$ cat config.mk
export PLATFORM = sky130hd
export DESIGN_NAME = masked_block_average_downsample
export DESIGN_NICKNAME = d
export VERILOG_FILES = /design/src/rtl/mbad_pkg.sv /design/src/rtl/mbad_ctrl.sv /design/src/rtl/mbad_dp.sv /design/src/rtl/masked_block_average_downsample.sv
export SDC_FILE = /design/constraint.sdc
export NUM_CORES = 1
export LEC_CHECK = 0
export ABC_AREA = 1
export ABC_CLOCK_PERIOD_IN_PS = 6600
export BUFFER_PORTS_ARGS = -buffer_cell sky130_fd_sc_hd__buf_2
export CAP_MARGIN = 20
export CORE_MARGIN = 2
export CORE_UTILIZATION = 55
export DETAILED_ROUTE_END_ITERATION = 12
export HOLD_SLACK_MARGIN = 0.05
export PLACE_DENSITY_LB_ADDON = 0.1
export REMOVE_ABC_BUFFERS = 1
export SLEW_MARGIN = 40
export SYNTH_ARGS = -nofsm -noshare
export SYNTH_HDL_FRONTEND = slang
export SYNTH_SLANG_ARGS = --single-unit
export TNS_END_PERCENT = 5
$ cat constraint.sdc
create_clock -name clock -period 6.6 [get_ports clock]
set_input_delay 0 -clock clock [delete_from_list [all_inputs] [get_ports clock]]
set_output_delay 0 -clock clock [all_outputs]
set_load 0.02 [all_outputs]
$ cat src/rtl/mbad_pkg.sv
// ----------------------------------------------------------------------------
// mbad_pkg
// Shared types and constants for the masked block average downsampler.
// ----------------------------------------------------------------------------
`default_nettype none

package mbad_pkg;

   // Default log2 of the largest block side.
   localparam int MAX_BLOCK_LOG_DEF = 8;

   // Channel count and channel byte width.
   localparam int CHANNELS = 4;
   localparam int PIX_W    = 8;

   // Quotient bits produced by the divider, one per step.
   localparam int QUOT_W = PIX_W;
   localparam int STEP_W = $clog2(QUOT_W);

   // Incoming pixel of one block.
   typedef struct packed {
      logic [PIX_W-1:0] blue;
      logic [PIX_W-1:0] green;
      logic [PIX_W-1:0] red;
      logic [PIX_W-1:0] alpha;
      logic             covered;
      logic             block_end;
   } req_data_type;

   // Averaged pixel of one block.
   typedef struct packed {
      logic [PIX_W-1:0] avg_blue;
      logic [PIX_W-1:0] avg_green;
      logic [PIX_W-1:0] avg_red;
      logic [PIX_W-1:0] avg_alpha;
      logic             from_covered;
   } rsp_data_type;

   // Commands from the controller to the datapath.
   typedef struct packed {
      logic accum;     // a request is accepted this cycle
      logic start;     // the accepted request closes a block
      logic step;      // one divider step
      logic load_out;  // move quotients to the output register
   } mbad_cmd_type;

endpackage : mbad_pkg

`default_nettype wire

$ cat src/rtl/mbad_ctrl.sv
// ----------------------------------------------------------------------------
// mbad_ctrl
// Controller: request acceptance, divider sequencing and output valid.
// ----------------------------------------------------------------------------
`default_nettype none

module mbad_ctrl
   import mbad_pkg::*;
(
   input  wire logic         clock,
   input  wire logic         reset,
   input  wire logic         req_valid,
   input  wire logic         req_block_end,
   output      logic         req_stall,
   output      logic         rsp_valid,
   input  wire logic         rsp_stall,
   output      mbad_cmd_type cmd
);

   typedef enum logic [2:0] {
      ST_IDLE = 3'b001,
      ST_DIV  = 3'b010,
      ST_DONE = 3'b100
   } state_type;

   localparam logic [STEP_W-1:0] LAST_STEP = STEP_W'(QUOT_W - 1);

   state_type         state_ff, state_in;
   logic [STEP_W-1:0] step_ff, step_in;
   logic              rsp_valid_ff, rsp_valid_in;
   logic              req_take;
   logic              rsp_take;
   logic              out_free;

   // A block end waits while the divider still holds the previous block.
   assign req_stall = req_block_end && (state_ff != ST_IDLE);
   assign req_take  = req_valid && !req_stall;
   assign rsp_take  = rsp_valid_ff && !rsp_stall;
   assign out_free  = !rsp_valid_ff || rsp_take;
   assign rsp_valid = rsp_valid_ff;

   // Next state, step counter and datapath commands.
   always_comb begin
      state_in     = state_ff;
      step_in      = step_ff;
      cmd.accum    = req_take;
      cmd.start    = req_take && req_block_end;
      cmd.step     = 1'b0;
      cmd.load_out = 1'b0;
      unique case (state_ff)
         ST_IDLE: begin
            step_in = '0;
            if (cmd.start) begin
               state_in = ST_DIV;
            end
         end
         ST_DIV: begin
            cmd.step = 1'b1;
            step_in  = step_ff + STEP_W'(1);
            if (step_ff == LAST_STEP) begin
               state_in = ST_DONE;
            end
         end
         ST_DONE: begin
            if (out_free) begin
               cmd.load_out = 1'b1;
               state_in     = ST_IDLE;
            end
         end
         default: begin
            state_in = ST_IDLE;
         end
      endcase
   end

   // Output valid sets on a load and clears when the result is taken.
   always_comb begin
      rsp_valid_in = rsp_valid_ff;
      if (cmd.load_out) begin
         rsp_valid_in = 1'b1;
      end else if (rsp_take) begin
         rsp_valid_in = 1'b0;
      end
   end

   // Control registers.
   always_ff @(posedge clock) begin
      if (reset) begin
         state_ff     <= ST_IDLE;
         step_ff      <= '0;
         rsp_valid_ff <= 1'b0;
      end else begin
         state_ff     <= state_in;
         step_ff      <= step_in;
         rsp_valid_ff <= rsp_valid_in;
      end
   end

endmodule : mbad_ctrl

`default_nettype wire

$ cat src/rtl/mbad_dp.sv
// ----------------------------------------------------------------------------
// mbad_dp
// Datapath: covered and uncovered accumulators, a four-lane restoring
// divider that yields one quotient bit per step, and the output register.
// ----------------------------------------------------------------------------
`default_nettype none

module mbad_dp
   import mbad_pkg::*;
#(
   parameter int MAX_BLOCK_LOG = MAX_BLOCK_LOG_DEF
)(
   input  wire logic         clock,
   input  wire logic         reset,
   input  wire mbad_cmd_type cmd,
   input  wire req_data_type req_data,
   output      rsp_data_type rsp_data
);

   localparam int CNT_W = 2 * MAX_BLOCK_LOG + 1;
   localparam int SUM_W = CNT_W + QUOT_W - 1;
   localparam logic [CNT_W:0] CAPACITY = (CNT_W + 1)'(1) << (2 * MAX_BLOCK_LOG);

   logic [SUM_W-1:0]  cov_sum_ff [CHANNELS];
   logic [SUM_W-1:0]  unc_sum_ff [CHANNELS];
   logic [SUM_W-1:0]  cov_sum_nx [CHANNELS];
   logic [SUM_W-1:0]  unc_sum_nx [CHANNELS];
   logic [CNT_W-1:0]  cov_cnt_ff, unc_cnt_ff;
   logic [CNT_W-1:0]  cov_cnt_nx, unc_cnt_nx;
   logic [PIX_W-1:0]  pix [CHANNELS];
   logic [CNT_W:0]    total;
   logic              add_ok;
   logic              use_cov;
   logic [CNT_W-1:0]  n_sel;

   logic [SUM_W-1:0]  rem_ff [CHANNELS];
   logic [SUM_W-1:0]  rem_in [CHANNELS];
   logic [QUOT_W-1:0] quo_ff [CHANNELS];
   logic [QUOT_W-1:0] quo_in [CHANNELS];
   logic [SUM_W-1:0]  div_ff, div_in;
   logic              from_cov_ff, from_cov_in;
   logic              zero_ff, zero_in;
   rsp_data_type      rsp_data_ff, rsp_data_in;

   assign pix[0] = req_data.blue;
   assign pix[1] = req_data.green;
   assign pix[2] = req_data.red;
   assign pix[3] = req_data.alpha;

   // Accumulate the pixel unless the block is already at capacity.
   always_comb begin
      total      = {1'b0, cov_cnt_ff} + {1'b0, unc_cnt_ff};
      add_ok     = cmd.accum && (total < CAPACITY);
      cov_cnt_nx = cov_cnt_ff;
      unc_cnt_nx = unc_cnt_ff;
      if (add_ok && req_data.covered) begin
         cov_cnt_nx = cov_cnt_ff + CNT_W'(1);
      end
      if (add_ok && !req_data.covered) begin
         unc_cnt_nx = unc_cnt_ff + CNT_W'(1);
      end
      for (int c = 0; c < CHANNELS; c++) begin
         cov_sum_nx[c] = cov_sum_ff[c];
         unc_sum_nx[c] = unc_sum_ff[c];
         if (add_ok && req_data.covered) begin
            cov_sum_nx[c] = cov_sum_ff[c] + SUM_W'(pix[c]);
         end
         if (add_ok && !req_data.covered) begin
            unc_sum_nx[c] = unc_sum_ff[c] + SUM_W'(pix[c]);
         end
      end
      use_cov = (cov_cnt_nx != '0);
      n_sel   = use_cov ? cov_cnt_nx : unc_cnt_nx;
   end

   // Accumulators clear when a block closes.
   always_ff @(posedge clock) begin
      if (reset || cmd.start) begin
         cov_cnt_ff <= '0;
         unc_cnt_ff <= '0;
         for (int c = 0; c < CHANNELS; c++) begin
            cov_sum_ff[c] <= '0;
            unc_sum_ff[c] <= '0;
         end
      end else begin
         cov_cnt_ff <= cov_cnt_nx;
         unc_cnt_ff <= unc_cnt_nx;
         for (int c = 0; c < CHANNELS; c++) begin
            cov_sum_ff[c] <= cov_sum_nx[c];
            unc_sum_ff[c] <= unc_sum_nx[c];
         end
      end
   end

   // Divider: the divisor starts shifted up by the quotient width less one
   // and moves down one bit per step; each lane subtracts where it fits.
   // The quotient never exceeds a channel byte, so eight steps suffice.
   always_comb begin
      div_in      = div_ff;
      from_cov_in = from_cov_ff;
      zero_in     = zero_ff;
      for (int c = 0; c < CHANNELS; c++) begin
         rem_in[c] = rem_ff[c];
         quo_in[c] = quo_ff[c];
      end
      if (cmd.start) begin
         div_in      = {n_sel, {(QUOT_W - 1){1'b0}}};
         from_cov_in = use_cov;
         zero_in     = (n_sel == '0);
         for (int c = 0; c < CHANNELS; c++) begin
            rem_in[c] = use_cov ? cov_sum_nx[c] : unc_sum_nx[c];
            quo_in[c] = '0;
         end
      end else if (cmd.step) begin
         div_in = div_ff >> 1;
         for (int c = 0; c < CHANNELS; c++) begin
            if (rem_ff[c] >= div_ff) begin
               rem_in[c] = rem_ff[c] - div_ff;
               quo_in[c] = {quo_ff[c][QUOT_W-2:0], 1'b1};
            end else begin
               quo_in[c] = {quo_ff[c][QUOT_W-2:0], 1'b0};
            end
         end
      end
   end

   always_ff @(posedge clock) begin
      div_ff      <= div_in;
      from_cov_ff <= from_cov_in;
      zero_ff     <= zero_in;
      for (int c = 0; c < CHANNELS; c++) begin
         rem_ff[c] <= rem_in[c];
         quo_ff[c] <= quo_in[c];
      end
   end

   // Output register; an empty block averages to zero.
   always_comb begin
      rsp_data_in = rsp_data_ff;
      if (cmd.load_out) begin
         rsp_data_in.avg_blue     = zero_ff ? '0 : quo_ff[0];
         rsp_data_in.avg_green    = zero_ff ? '0 : quo_ff[1];
         rsp_data_in.avg_red      = zero_ff ? '0 : quo_ff[2];
         rsp_data_in.avg_alpha    = zero_ff ? '0 : quo_ff[3];
         rsp_data_in.from_covered = from_cov_ff;
      end
   end

   always_ff @(posedge clock) begin
      rsp_data_ff <= rsp_data_in;
   end

   assign rsp_data = rsp_data_ff;

endmodule : mbad_dp

`default_nettype wire

$ cat src/rtl/masked_block_average_downsample.sv
// ----------------------------------------------------------------------------
// masked_block_average_downsample: masked box-filter downsampler
// Pixels are accepted one per cycle; a block end is accepted only while the
// divider is free, and its average is valid after 8 divider steps and a load
// that waits for a free output register; only then can a new block end enter.
// Reset clears the accumulators, the controller and the output valid.
// ----------------------------------------------------------------------------
`default_nettype none

module masked_block_average_downsample
   import mbad_pkg::*;
#(
   parameter int MAX_BLOCK_LOG = MAX_BLOCK_LOG_DEF
)(
   input  wire logic         clock,
   input  wire logic         reset,
   input  wire logic         req_valid,
   output      logic         req_stall,
   input  wire req_data_type req_data,
   output      logic         rsp_valid,
   input  wire logic         rsp_stall,
   output      rsp_data_type rsp_data
);

   mbad_cmd_type cmd;

   // Sequencer for acceptance, division and output.
   mbad_ctrl u_ctrl (
      .clock         (clock),
      .reset         (reset),
      .req_valid     (req_valid),
      .req_block_end (req_data.block_end),
      .req_stall     (req_stall),
      .rsp_valid     (rsp_valid),
      .rsp_stall     (rsp_stall),
      .cmd           (cmd)
   );

   // Accumulators, divider and output register.
   mbad_dp #(
      .MAX_BLOCK_LOG (MAX_BLOCK_LOG)
   ) u_dp (
      .clock    (clock),
      .reset    (reset),
      .cmd      (cmd),
      .req_data (req_data),
      .rsp_data (rsp_data)
   );

endmodule : masked_block_average_downsample

`default_nettype wire

==> results.txt <==
critical path data required time = 7.07 ns
die width = 223 um
yosys warns = 0
Final Power = 7.57 mW
Seq cells post-synth = 420
vias in the first global route = 22.5k
EDFF count, synth = 148
crit end category = flop
Total GRT Usage = 28.6%
CP Cell Sequence = ha_1, a21oi_1, o21ai_0, a21oi_1, nand2_1, nand2_2, nand2_4, nand3_4, buf_4, clkinv_2, buf_4, nand2_1, nor2_1, xor2_1, inv_1, nand3_1, nand2_1, nand2_1, nor2_1, nand3_1, nor2_1
total grt overflow = 0
core area = 47500 sq um
Via density = 5.50
CP most frequent cell = nand2_1
final net count = 3808
final setup skew = 0.0254 ns
critical path launch point type = flop
H-tree levels = 2
sequential share of the synthesized area = 37.5%
worst hold path class = in2reg
TritonCTS buffer count = 49
CTS max path bufs = 3
DP Worst Slack = 2.12 ns
Iter 0 DRT Violations = 1685
CTS root buf = clkbuf_16
initial antenna violation count = 0
Final Wtd Congestion = 0.963
Gate Count Post-Synth = 3522
critical path's largest stage delay = 0.70 ns
area taken by flip-flops and latches = 9890 sq um
Skew-Pair Late Insertion Delay = 0.61 ns
outcome = finished clean
clock tree sinks = 420
max cap viols = 0
Slew Limit Headroom = 45.6%
largest net degree at the start of global routing = 129
Wirelength per Cell = 16.8 um
critical path class = reg2reg
DPL Wire Length = 50400 um
Worst VDD drop = 0.211 mV
async set-reset flop share out of synthesis = 0%
Synth Flop Type = dfxtp_1
Post-DP Area = 27200 sq um
num ports = 73
fin worst setup slack = 2.13 ns
Slew Limit Fails = 0
Lkg Pwr = 12.6 nW
fill cell count = 4260
CP max FO = 44
worst slew pin tran = 0.816 ns
global-route wire length before repair = 114000 um
Layout area overhead = 10.0%
post-route clock period utilization = 67.7%
Power Density = 261 nW/um^2
CP Buf/Inv Count = 4
WL final = 71100 um
FMAX = 224 MHz
post-route ant nets = 0
Die H = 223 um
IO Port Bufs = 72
first-pass detailed-route iteration total = 5
CTS tree = done
TNS Setup = 0 ns
commonest non-fill, non-tap cell in the layout = nand2_1
DRC violations left = 0
DR vias = 23.3k
arrival time of the worst setup path = 4.94 ns
Final Setup Violations = 0
Yosys cell types = 63
crit-path leading delay family = buffers and inverters
Rows = 80
Clock transition at path regs = 0.06 ns
post-route cell area = 29000 sq um
unrepaired setup endpoints after global routing = no
area taken by multi-input logic gates = 14100 sq um
share of cells above drive strength 1 = 6.16%
initial core utilization = 55.4%
Min Clock Period, post-route = 4.47 ns
Die ar. = 49700 sq um
Synth Cell Area = 26400 sq um
Fin. Hold Viols = 0
most frequent cells in the layout = 656 x nand2_1, 498 x inv_1, 460 x nor2_1
Post-Syn Area per Cell = 7.48 sq um
diodes inserted = 0
critical path's slowest cell = clkinv_2
[state kept, by name, indices dropped and copies added (netlist names)]
name / cells
u_ctrl.rsp_valid: 1
u_ctrl.state_ff: 3
u_ctrl.step_ff: 3
u_dp.cov_cnt_ff: 17
u_dp.cov_sum_ff: 96
u_dp.div_ff: 24
u_dp.from_cov_ff: 1
u_dp.quo_ff: 32
u_dp.rem_ff: 96
u_dp.rsp_data: 33
u_dp.unc_cnt_ff: 17
u_dp.unc_sum_ff: 96
u_dp.zero_ff: 1
[power breakdown]
part	internal (mW)	total [mW]	switching (mW)	leakage (nW)
clock	1.61	2.75	1.14	0.795
sequential	2.90	2.97	0.0702	3.58
combinational	0.623	1.84	1.22	8.19
total	5.14	7.57	2.43	12.6
[layout make-up]
cell class	count	area share, %
Inverter	505	6.55
Timing Repair Buffer	111	2.49
Tap cell	615	2.65
Clock inverter	16	0.574
Sequential cell	420	34.1
Clock buffer	76	5.03
Multi-Input combinational cell	2491	48.6
[cells in the mapped netlist, drive strengths merged, types with 12 or more instances]
cell    count  area, sq um
nand2     666         2510
inv       503         1890
nor2      474         1830
o21ai     294         1480
dfxtp     272         5450
a21oi     246         1240
ha        180         2250
edfxtp    148         4440
nand3     139          728
xor2      138         1210
xnor2      72          631
clkbuf     65          245
nand4      52          347
nor3       45          278
buf        41          283
a22oi      40          300
nor4       27          175
o21bai     14          109
a21boi     13         97.6
fa         12          240
[metal layers]
| layer | wire (um) | track usage [%] | vias to the layer above |
|---|---|---|---|
| li1 | - | - | 11700 |
| met1 | 32000 | 37.8 | 10700 |
| met2 | 32700 | 47.8 | 697 |
| met3 | 3920 | 3.63 | 166 |
| met4 | 2540 | 11.1 | 0 |
| met5 | 0 | 0 | - |
[cell families after synthesis]
family	after synthesis	share of synthesized area (%)
mux	8	0.304
fa+ha+maj	192	9.45
buf+inv	611	9.20
compound gates	664	13.9
simple gates	1417	22.6
flops	420	37.5
xor+xnor	210	6.98
[worst register-to-register path: stages, from the launching register on]
cell and delay, ns:
dfxtp_1 0.45, ha_1 0.30, a21oi_1 0.15, o21ai_0 0.10, a21oi_1 0.18, nand2_1 0.10, nand2_2 0.08, nand2_4 0.15
nand3_4 0.13, buf_4 0.42, clkinv_2 0.72, buf_4 0.47, nand2_1 0.13, nor2_1 0.06, xor2_1 0.14, inv_1 0.08
nand3_1 0.08, nand2_1 0.15, nand2_1 0.07, nor2_1 0.16, nand3_1 0.12, nor2_1 0.10
[worst paths after layout]
path                            start                    end  slack, ns  cells after the start
setup / recovery  u_dp.cov_cnt_ff[11]           u_dp.zero_ff       2.13                     21
hold / removal            req_data[3]  u_dp.cov_sum_ff[3][1]       0.08                      6
setup reg to reg  u_dp.cov_cnt_ff[11]           u_dp.zero_ff       2.13                     21
hold reg to reg     u_dp.quo_ff[2][7]      u_dp.quo_ff[2][7]       0.47                      2
[stage by stage]
step / util (%) / hold WS (ns) / std cells
global route: 61.0 / 0.118 / 4234
CTS: 61.0 / 0.0537 / 4234
global placement: 57.1 / 0.246 / 4121
floorplan: - / 0.0691 / 3416
detailed placement: 57.2 / 0.247 / 4122
finish: 61.0 / 0.0752 / 4234
[timing repair]
action                     CTS  global route
hold buffers                20             0
hold endpoints to repair    44             0
gates resized for setup      0             0
setup buffers                0             0
setup endpoints to repair    0             0
No activity file was read; power rests on OpenSTA's default activity.
